## src/sng_pkg.sv

```systemverilog
`timescale 1ns / 1ps

package sng_pkg;

  // default datapath widths
  localparam int SNG_SAMPLE_BITS = 16;
  localparam int SNG_COEF_BITS   = 16;

  // depth of the queue between classifier and envelope back end
  localparam int SNG_QUEUE_DEPTH = 2;

  // register reset values, cut down to the register width at use
  localparam logic [31:0] THRESHOLD_RESET = 32'd655;
  localparam logic [31:0] ATTACK_RESET    = 32'd64183;
  localparam logic [31:0] RELEASE_RESET   = 32'd65519;

  // register map
  localparam int CFG_IDX_W = 2;

  typedef enum logic [CFG_IDX_W-1:0] {
    REG_THRESHOLD = 2'd0,
    REG_ATTACK    = 2'd1,
    REG_RELEASE   = 2'd2
  } sng_reg_e;

endpackage

```

## src/sng_if.sv

```systemverilog
`timescale 1ns / 1ps

// sample pair channel into the gate
interface sng_in_if
  import sng_pkg::*;
#(
  parameter int SAMPLE_BITS = SNG_SAMPLE_BITS
) ();
  logic                          valid;
  logic                          ready;
  logic signed [SAMPLE_BITS-1:0] left_in;
  logic signed [SAMPLE_BITS-1:0] right_in;
  logic                          last_in;

  modport source (output valid, output left_in, output right_in, output last_in,
                  input ready);
  modport sink (input valid, input left_in, input right_in, input last_in,
                output ready);
endinterface

// gated sample pair channel out of the gate
interface sng_out_if
  import sng_pkg::*;
#(
  parameter int SAMPLE_BITS = SNG_SAMPLE_BITS,
  parameter int COEF_BITS   = SNG_COEF_BITS
) ();
  logic                          valid;
  logic                          ready;
  logic signed [SAMPLE_BITS-1:0] left_out;
  logic signed [SAMPLE_BITS-1:0] right_out;
  logic        [COEF_BITS:0]     gain_out;
  logic                          last_out;

  modport source (output valid, output left_out, output right_out, output gain_out,
                  output last_out, input ready);
  modport sink (input valid, input left_out, input right_out, input gain_out,
                input last_out, output ready);
endinterface

```

## src/stereo_noise_gate_top.sv

```systemverilog
`timescale 1ns / 1ps
// stereo noise gate with a one-pole gain envelope
// path: an accepted word is written into the queue, then the envelope register, then the output register
// throughput: one sample pair per cycle while the output is not stalled, bounded by the
//   envelope update loop (one gap times coefficient multiply feeding the gain register)
// reset: gain envelope at 1.0, registers at their defaults, queue and stages empty

module stereo_noise_gate_top
  import sng_pkg::*;
#(
  parameter int SAMPLE_BITS = SNG_SAMPLE_BITS,
  parameter int COEF_BITS   = SNG_COEF_BITS
) (
  input  logic                 clk_i,
  input  logic                 rst_ni,
  sng_in_if.sink               in_i,
  sng_out_if.source            out_o,
  input  logic                 cfg_we_i,
  input  logic [CFG_IDX_W-1:0] cfg_idx_i,
  input  logic [((SAMPLE_BITS-1 > COEF_BITS) ? SAMPLE_BITS-1 : COEF_BITS)-1:0] cfg_data_i
);

  localparam int ITEM_W = 2 * SAMPLE_BITS + 2;

  logic [SAMPLE_BITS-2:0] threshold_q;
  logic [COEF_BITS-1:0]   attack_coef_q;
  logic [COEF_BITS-1:0]   release_coef_q;
  logic                   push_valid;
  logic [ITEM_W-1:0]      push_data;
  logic                   push_ready;
  logic                   pop_valid;
  logic [ITEM_W-1:0]      pop_data;
  logic                   pop_ready;

  // configuration registers, unknown indexes ignored
  always_ff @(posedge clk_i or negedge rst_ni) begin
    if (!rst_ni) begin
      threshold_q    <= THRESHOLD_RESET[SAMPLE_BITS-2:0];
      attack_coef_q  <= ATTACK_RESET[COEF_BITS-1:0];
      release_coef_q <= RELEASE_RESET[COEF_BITS-1:0];
    end else if (cfg_we_i) begin
      case (sng_reg_e'(cfg_idx_i))
        REG_THRESHOLD: threshold_q    <= cfg_data_i[SAMPLE_BITS-2:0];
        REG_ATTACK:    attack_coef_q  <= cfg_data_i[COEF_BITS-1:0];
        REG_RELEASE:   release_coef_q <= cfg_data_i[COEF_BITS-1:0];
        default: ;
      endcase
    end
  end

  // classifier
  sng_front #(
    .SAMPLE_BITS (SAMPLE_BITS),
    .ITEM_W      (ITEM_W)
  ) u_front (
    .in_i         (in_i),
    .threshold_i  (threshold_q),
    .push_valid_o (push_valid),
    .push_data_o  (push_data),
    .push_ready_i (push_ready)
  );

  // decoupling queue
  sng_queue #(
    .ITEM_W (ITEM_W)
  ) u_queue (
    .clk_i        (clk_i),
    .rst_ni       (rst_ni),
    .push_valid_i (push_valid),
    .push_data_i  (push_data),
    .push_ready_o (push_ready),
    .pop_valid_o  (pop_valid),
    .pop_data_o   (pop_data),
    .pop_ready_i  (pop_ready)
  );

  // envelope and gain back end
  sng_back #(
    .SAMPLE_BITS (SAMPLE_BITS),
    .COEF_BITS   (COEF_BITS),
    .ITEM_W      (ITEM_W)
  ) u_back (
    .clk_i          (clk_i),
    .rst_ni         (rst_ni),
    .pop_valid_i    (pop_valid),
    .pop_data_i     (pop_data),
    .pop_ready_o    (pop_ready),
    .attack_coef_i  (attack_coef_q),
    .release_coef_i (release_coef_q),
    .out_o          (out_o)
  );

endmodule

```

## src/sng_front.sv

```systemverilog
`timescale 1ns / 1ps

module sng_front
  import sng_pkg::*;
#(
  parameter int SAMPLE_BITS = SNG_SAMPLE_BITS,
  parameter int ITEM_W      = 2 * SNG_SAMPLE_BITS + 2
) (
  sng_in_if.sink                  in_i,
  input  logic [SAMPLE_BITS-2:0]  threshold_i,
  output logic                    push_valid_o,
  output logic [ITEM_W-1:0]       push_data_o,
  input  logic                    push_ready_i
);

  logic signed [SAMPLE_BITS:0] left_x;
  logic signed [SAMPLE_BITS:0] right_x;
  logic        [SAMPLE_BITS-1:0] left_mag;
  logic        [SAMPLE_BITS-1:0] right_mag;
  logic        [SAMPLE_BITS-1:0] peak;
  logic                          gate_open;

  // magnitudes; full-scale negative gives 2**(SAMPLE_BITS-1), above any threshold
  assign left_x    = {in_i.left_in[SAMPLE_BITS-1], in_i.left_in};
  assign right_x   = {in_i.right_in[SAMPLE_BITS-1], in_i.right_in};
  assign left_mag  = left_x[SAMPLE_BITS]  ? SAMPLE_BITS'(-left_x)  : SAMPLE_BITS'(left_x);
  assign right_mag = right_x[SAMPLE_BITS] ? SAMPLE_BITS'(-right_x) : SAMPLE_BITS'(right_x);

  // strict compare of the larger magnitude against the threshold
  assign peak      = (left_mag > right_mag) ? left_mag : right_mag;
  assign gate_open = peak > {1'b0, threshold_i};

  // queue word: last, gate decision, right, left
  assign push_data_o  = {in_i.last_in, gate_open, in_i.right_in, in_i.left_in};
  assign push_valid_o = in_i.valid;
  assign in_i.ready   = push_ready_i;

endmodule

```

## src/sng_queue.sv

```systemverilog
`timescale 1ns / 1ps

module sng_queue
  import sng_pkg::*;
#(
  parameter int ITEM_W = 2 * SNG_SAMPLE_BITS + 2
) (
  input  logic              clk_i,
  input  logic              rst_ni,
  input  logic              push_valid_i,
  input  logic [ITEM_W-1:0] push_data_i,
  output logic              push_ready_o,
  output logic              pop_valid_o,
  output logic [ITEM_W-1:0] pop_data_o,
  input  logic              pop_ready_i
);

  localparam int PTR_W = (SNG_QUEUE_DEPTH > 1) ? $clog2(SNG_QUEUE_DEPTH) : 1;
  localparam int CNT_W = $clog2(SNG_QUEUE_DEPTH + 1);

  logic [ITEM_W-1:0] mem_q [SNG_QUEUE_DEPTH];
  logic [PTR_W-1:0]  wr_ptr_q, wr_ptr_d;
  logic [PTR_W-1:0]  rd_ptr_q, rd_ptr_d;
  logic [CNT_W-1:0]  count_q, count_d;
  logic              push;
  logic              pop;

  assign push_ready_o = count_q != CNT_W'(SNG_QUEUE_DEPTH);
  assign pop_valid_o  = count_q != '0;
  assign pop_data_o   = mem_q[rd_ptr_q];
  assign push         = push_valid_i && push_ready_o;
  assign pop          = pop_valid_o && pop_ready_i;

  // pointer and fill count update with wrap at the depth
  always_comb begin
    wr_ptr_d = wr_ptr_q;
    rd_ptr_d = rd_ptr_q;
    count_d  = count_q;
    if (push) begin
      wr_ptr_d = (wr_ptr_q == PTR_W'(SNG_QUEUE_DEPTH - 1)) ? '0 : wr_ptr_q + 1'b1;
    end
    if (pop) begin
      rd_ptr_d = (rd_ptr_q == PTR_W'(SNG_QUEUE_DEPTH - 1)) ? '0 : rd_ptr_q + 1'b1;
    end
    if (push && !pop) begin
      count_d = count_q + 1'b1;
    end else if (pop && !push) begin
      count_d = count_q - 1'b1;
    end
  end

  always_ff @(posedge clk_i or negedge rst_ni) begin
    if (!rst_ni) begin
      wr_ptr_q <= '0;
      rd_ptr_q <= '0;
      count_q  <= '0;
    end else begin
      wr_ptr_q <= wr_ptr_d;
      rd_ptr_q <= rd_ptr_d;
      count_q  <= count_d;
    end
  end

  // storage
  always_ff @(posedge clk_i) begin
    if (push) begin
      mem_q[wr_ptr_q] <= push_data_i;
    end
  end

endmodule

```

## src/sng_back.sv

```systemverilog
`timescale 1ns / 1ps

module sng_back
  import sng_pkg::*;
#(
  parameter int SAMPLE_BITS = SNG_SAMPLE_BITS,
  parameter int COEF_BITS   = SNG_COEF_BITS,
  parameter int ITEM_W      = 2 * SNG_SAMPLE_BITS + 2
) (
  input  logic                 clk_i,
  input  logic                 rst_ni,
  input  logic                 pop_valid_i,
  input  logic [ITEM_W-1:0]    pop_data_i,
  output logic                 pop_ready_o,
  input  logic [COEF_BITS-1:0] attack_coef_i,
  input  logic [COEF_BITS-1:0] release_coef_i,
  sng_out_if.source            out_o
);

  localparam int GW = COEF_BITS + 1;
  localparam logic [GW-1:0] GAIN_ONE = {1'b1, {COEF_BITS{1'b0}}};
  localparam int PW = SAMPLE_BITS + COEF_BITS + 2;

  // unpacked queue word
  logic signed [SAMPLE_BITS-1:0] q_left;
  logic signed [SAMPLE_BITS-1:0] q_right;
  logic                          q_open;
  logic                          q_last;

  // envelope stage
  logic                          rising;
  logic [GW-1:0]                 gap;
  logic [COEF_BITS-1:0]          coef;
  logic [GW+COEF_BITS-1:0]       gap_prod;
  logic [GW-1:0]                 gap_step;
  logic [GW-1:0]                 env_d, env_q;
  logic                          env_valid_q;
  logic signed [SAMPLE_BITS-1:0] env_left_q;
  logic signed [SAMPLE_BITS-1:0] env_right_q;
  logic                          env_last_q;

  // gain stage
  logic signed [PW-1:0]          left_prod;
  logic signed [PW-1:0]          right_prod;
  logic                          out_valid_q;
  logic signed [SAMPLE_BITS-1:0] out_left_q;
  logic signed [SAMPLE_BITS-1:0] out_right_q;
  logic [GW-1:0]                 out_gain_q;
  logic                          out_last_q;
  logic                          out_free;
  logic                          env_free;
  logic                          env_load;

  assign q_left  = pop_data_i[SAMPLE_BITS-1:0];
  assign q_right = pop_data_i[2*SAMPLE_BITS-1:SAMPLE_BITS];
  assign q_open  = pop_data_i[2*SAMPLE_BITS];
  assign q_last  = pop_data_i[2*SAMPLE_BITS+1];

  // stage flow control
  assign out_free    = !out_valid_q || out_o.ready;
  assign env_free    = !env_valid_q || out_free;
  assign pop_ready_o = env_free;
  assign env_load    = pop_valid_i && env_free;

  // one pole step: shrink the distance to the target, rounded toward it
  assign rising   = q_open && (env_q < GAIN_ONE);
  assign coef     = rising ? attack_coef_i : release_coef_i;
  assign gap      = rising ? (GAIN_ONE - env_q) : (q_open ? (env_q - GAIN_ONE) : env_q);
  assign gap_prod = gap * coef;
  assign gap_step = gap_prod[GW+COEF_BITS-1:COEF_BITS];

  always_comb begin
    if (rising) begin
      env_d = GAIN_ONE - gap_step;
    end else if (q_open) begin
      env_d = GAIN_ONE + gap_step;
    end else begin
      env_d = gap_step;
    end
  end

  always_ff @(posedge clk_i or negedge rst_ni) begin
    if (!rst_ni) begin
      env_q       <= GAIN_ONE;
      env_valid_q <= 1'b0;
    end else if (env_free) begin
      env_valid_q <= pop_valid_i;
      if (pop_valid_i) begin
        env_q <= env_d;
      end
    end
  end

  always_ff @(posedge clk_i) begin
    if (env_load) begin
      env_left_q  <= q_left;
      env_right_q <= q_right;
      env_last_q  <= q_last;
    end
  end

  // gain applied to both channels, floored shift back to sample scale
  assign left_prod  = env_left_q * $signed({1'b0, env_q});
  assign right_prod = env_right_q * $signed({1'b0, env_q});

  always_ff @(posedge clk_i or negedge rst_ni) begin
    if (!rst_ni) begin
      out_valid_q <= 1'b0;
    end else if (out_free) begin
      out_valid_q <= env_valid_q;
    end
  end

  always_ff @(posedge clk_i) begin
    if (out_free && env_valid_q) begin
      out_left_q  <= left_prod[COEF_BITS+SAMPLE_BITS-1:COEF_BITS];
      out_right_q <= right_prod[COEF_BITS+SAMPLE_BITS-1:COEF_BITS];
      out_gain_q  <= env_q;
      out_last_q  <= env_last_q;
    end
  end

  assign out_o.valid     = out_valid_q;
  assign out_o.left_out  = out_left_q;
  assign out_o.right_out = out_right_q;
  assign out_o.gain_out  = out_gain_q;
  assign out_o.last_out  = out_last_q;

endmodule

```

## src/flat_wrapper.sv

```systemverilog
// flat-port wrapper written by rule: the top's interface ports become plain ports
module stereo_noise_gate_top_flat import sng_pkg::*;
#(
  parameter int SAMPLE_BITS = SNG_SAMPLE_BITS,
  parameter int COEF_BITS   = SNG_COEF_BITS
)
  (clk_i, rst_ni, cfg_we_i, cfg_idx_i, cfg_data_i, in_i_valid, in_i_left_in, in_i_right_in, in_i_last_in, in_i_ready, out_o_valid, out_o_left_out, out_o_right_out, out_o_gain_out, out_o_last_out, out_o_ready);
  sng_in_if #(.SAMPLE_BITS(SAMPLE_BITS)) in_i_i ();
  sng_out_if #(.SAMPLE_BITS(SAMPLE_BITS), .COEF_BITS(COEF_BITS)) out_o_i ();
  input  logic clk_i;
  input  logic rst_ni;
  input  logic cfg_we_i;
  input  logic [CFG_IDX_W-1:0] cfg_idx_i;
  input  logic [((SAMPLE_BITS-1 > COEF_BITS) ? SAMPLE_BITS-1 : COEF_BITS)-1:0] cfg_data_i;
  input wire logic [$bits(in_i_i.valid)-1:0] in_i_valid;
  input wire logic [$bits(in_i_i.left_in)-1:0] in_i_left_in;
  input wire logic [$bits(in_i_i.right_in)-1:0] in_i_right_in;
  input wire logic [$bits(in_i_i.last_in)-1:0] in_i_last_in;
  output wire logic [$bits(in_i_i.ready)-1:0] in_i_ready;
  output wire logic [$bits(out_o_i.valid)-1:0] out_o_valid;
  output wire logic [$bits(out_o_i.left_out)-1:0] out_o_left_out;
  output wire logic [$bits(out_o_i.right_out)-1:0] out_o_right_out;
  output wire logic [$bits(out_o_i.gain_out)-1:0] out_o_gain_out;
  output wire logic [$bits(out_o_i.last_out)-1:0] out_o_last_out;
  input wire logic [$bits(out_o_i.ready)-1:0] out_o_ready;
  assign in_i_i.valid = in_i_valid;
  assign in_i_i.left_in = in_i_left_in;
  assign in_i_i.right_in = in_i_right_in;
  assign in_i_i.last_in = in_i_last_in;
  assign in_i_ready = in_i_i.ready;
  assign out_o_valid = out_o_i.valid;
  assign out_o_left_out = out_o_i.left_out;
  assign out_o_right_out = out_o_i.right_out;
  assign out_o_gain_out = out_o_i.gain_out;
  assign out_o_last_out = out_o_i.last_out;
  assign out_o_i.ready = out_o_ready;
  stereo_noise_gate_top #(.SAMPLE_BITS(SAMPLE_BITS), .COEF_BITS(COEF_BITS)) u_core (.clk_i(clk_i), .rst_ni(rst_ni), .in_i(in_i_i), .out_o(out_o_i), .cfg_we_i(cfg_we_i), .cfg_idx_i(cfg_idx_i), .cfg_data_i(cfg_data_i));
endmodule
```

## config.mk

```make
export PLATFORM = sky130hd
export DESIGN_NAME = stereo_noise_gate_top_flat
export DESIGN_NICKNAME = d
export VERILOG_FILES = /design/src/sng_pkg.sv /design/src/sng_if.sv /design/src/stereo_noise_gate_top.sv /design/src/sng_front.sv /design/src/sng_queue.sv /design/src/sng_back.sv /design/src/flat_wrapper.sv
export SDC_FILE = /design/constraint.sdc
export NUM_CORES = 2
export LEC_CHECK = 0
export BUFFER_PORTS_ARGS = -buffer_cell sky130_fd_sc_hd__buf_2
export CAP_MARGIN = 20
export CORE_ASPECT_RATIO = 1.75
export CORE_MARGIN = 4
export CORE_UTILIZATION = 60
export CTS_CLUSTER_SIZE = 28
export DETAILED_ROUTE_END_ITERATION = 6
export GPL_ROUTABILITY_DRIVEN = 0
export PLACE_DENSITY = 0.82
export SLEW_MARGIN = 20
export SYNTH_ARGS = -nofsm -noshare
export SYNTH_HDL_FRONTEND = slang
export SYNTH_SLANG_ARGS = --single-unit
export TNS_END_PERCENT = 5
```

## constraint.sdc

```tcl
create_clock -name clk_i -period 26.6 [get_ports clk_i]
set_clock_uncertainty 0.15 [all_clocks]
set_input_delay 2.66 -clock clk_i [delete_from_list [all_inputs] [get_ports clk_i]]
set_output_delay 2.66 -clock clk_i [all_outputs]
set_load 0.01 [all_outputs]
```

==> metrics <==
first-pass GRT wire length=157000 um; Synth top area share=34.5%; die outline area=0.0641 sq mm; post-synthesis cell count=3768; Crit path required time=26980 ps; asr flop ratio synth=31.7%; Yosys top cell by area=fa_1; part of the Yosys area used for sequential elements=17.6%; Worst-Margin Slew=1120 ps; clk root buf=clkbuf_16; IO Port Bufs=107; Tmin final=9750 ps; Core Area=0.0594 sq mm; global route total overflow=0; clock transition at the registers of the reported paths=70 ps; antenna violations before repair=2; DR vias=27.1k; pin count of the biggest net entering global routing=64; most common flop cell mapped by yosys=edfxtp_1; I/O pins=108; PostCTS Resize Cnt=0; count of final setup violators=0; Final Hold Viols=0; Ys Warns=0; CTS Sinks=221; drt drc=2; MaxCap Viol Count=0; die width=193 um; Worst Path Arrival=10130 ps; setup TNS=0 ps; count leader, synth=inv_1; crit start category=register; # rows=118; clock buffer depth=3; reg2reg path depth=26; WL final=99200 um; number of synthesized flops with an enable pin=151; clk_lat worst skew=590 ps; post-route ant nets=0; hold depth=0; synthesis-to-finish area growth=5.47%; CTS tree=done; CTS Buf Count=23; hold_buf cts=0; Setup Buffers After CTS=0; DR WL/cell=21.7 um; Final Max Tran Viols=0; CP Class=reg2reg; initial DRC count=1963; Slew HR=25.0%; nets=4808; Hold Crit Class=reg2reg; post-DP HPWL=76000 um; distinct cell type count after synthesis=72; number of global-route vias before repair=30.3k; layout cells sized above 1=8.13%; synth cell count leaders=765 x inv_1, 621 x fa_1, 578 x nand2_1, 358 x ha_1, 207 x and2_1; RSZ-0062 raised after global routing=false; status=finished with violations; GRT Resource Usage Total=32.1%; part of the cycle the worst path needs=36.7%; Synth Register Bits=221; Syn Area/Cell=9.56 sq um; vias per cell=5.94; failing checks=design-rule violations; CP endpoint kind=register; post-route insts no fill=4569; synthesized net count=4803; cell count after placement=4528; Initial Util=60.7%; H-tree lvl count=1; Fmax=103 MHz; Post-Syn Area=0.0360 sq mm; worst-path maximum fanout=38; 1st-pass router iterations=7; Diodes inserted=0; largest cells by area after synthesis=fa_1 35%, edfxtp_1 13%, ha_1 12%, inv_1 8.0%, nand2_1 6.0%; Vert. Die Dim=332 um
## state kept, by name (all words and copies together) (netlist names)
signal                         flops
u_core.u_queue.mem_q              68
u_core.u_back.env_q               17
u_core.u_back.out_o.gain_out      17
u_core.attack_coef_q              16
u_core.release_coef_q             16
u_core.u_back.env_left_q          16
u_core.u_back.env_right_q         16
u_core.u_back.out_o.left_out      16
u_core.u_back.out_o.right_out     16
u_core.threshold_q                15
u_core.u_queue.count_q             2
u_core.u_back.env_last_q           1
u_core.u_back.env_valid_q          1
u_core.u_back.out_o.last_out       1
u_core.u_back.out_o.valid          1
u_core.u_queue.rd_ptr_q            1
u_core.u_queue.wr_ptr_q            1
## final timing paths
path	startpoint	end	slack (ps)
worst max-delay path	u_core.u_queue.rd_ptr_q$_DFFE_PN0P_	u_core.u_back.env_q[16]$_DFFE_PN1P_	16850
worst min-delay path	u_core.u_back.env_last_q$_DFFE_PP_	u_core.u_back.out_o.last_out$_DFFE_PP_	260
worst max register to register	u_core.u_queue.rd_ptr_q$_DFFE_PN0P_	u_core.u_back.env_q[16]$_DFFE_PN1P_	16850
worst min register to register	u_core.u_back.env_last_q$_DFFE_PP_	u_core.u_back.out_o.last_out$_DFFE_PP_	260
max in group asynchronous	rst_ni	u_core.u_back.env_q[10]$_DFFE_PN0P_	23400
min in group asynchronous	rst_ni	u_core.u_queue.rd_ptr_q$_DFFE_PN0P_	1750
## metrics by stage
stage / util [%] / area [sq um] / hold WS, ps / setup slack (ps)
3_3_place_gp: 62.7 / 37200 / 255 / 17340
5_1_grt: 64.0 / 38000 / 274 / 16390
4_1_cts: 64.0 / 38000 / 260 / 17120
2_1_floorplan: - / 36000 / 250 / 18130
3_5_place_dp: 62.7 / 37200 / 256 / 17170
6_report: 64.0 / 38000 / 262 / 16850
## layer usage
metal	up-vias	wire [um]	part of all wire (%)	track usage [%]
li1	11600	-	-	-
met1	13400	29900	30	32.7
met2	1413	48800	49	54.1
met3	692	8570	8.6	6.94
met4	2	11900	12	28.4
met5	-	14	0.014	0.0785
## kinds of logic after synthesis
kind of cell	share of synthesized area (%)
AOI/OAI and AO/OA	4.98
xor gates and xnor gates	3.11
adders and majority gates	47.0
buffers and inverters	9.68
DFF	17.6
muxes	3.09
and+or+nand+nor	14.6
## worst max-delay path, stage by stage (launching register included)
cell and delay (ps):
dfrtp_1 410, mux2i_4 680, or2_2 810, a21oi_1 170, xor2_1 770, nand2_1 200
fa_1 560, fa_1 510, fa_1 510, inv_1 60, fa_1 490, fa_1 510
inv_1 60, fa_1 470, inv_1 40, ha_1 320, o21a_1 200, o211ai_1 250
o21ai_0 300, a211oi_1 420, xor2_1 400, ha_1 280, nand4b_1 180, nor4_4 270
nand4_1 160, or4_1 410, nand4_1 80
## layout make-up
class	instances	area [sq um]
tap	780	976
multi-input combinational	2620	26200
clock inverter	16	198
timing repair buffer	142	801
inverter	765	2870
clock buffer	25	583
fill	4627	21400
sequential	221	6330
## cell usage in the layout, fill, tap and decap left out, types with 70 or more instances in the layout
master	instances
ha_1	358
and2_1	206
edfxtp_1	151
a21oi_1	72
fa_1	621
nand2_1	578
nor2_1	186
inv_1	765
buf_2	106
mux2_2	70
Power is not shown: default switching activity piles up to over one toggle a cycle in this logic, so the estimate is an artifact.
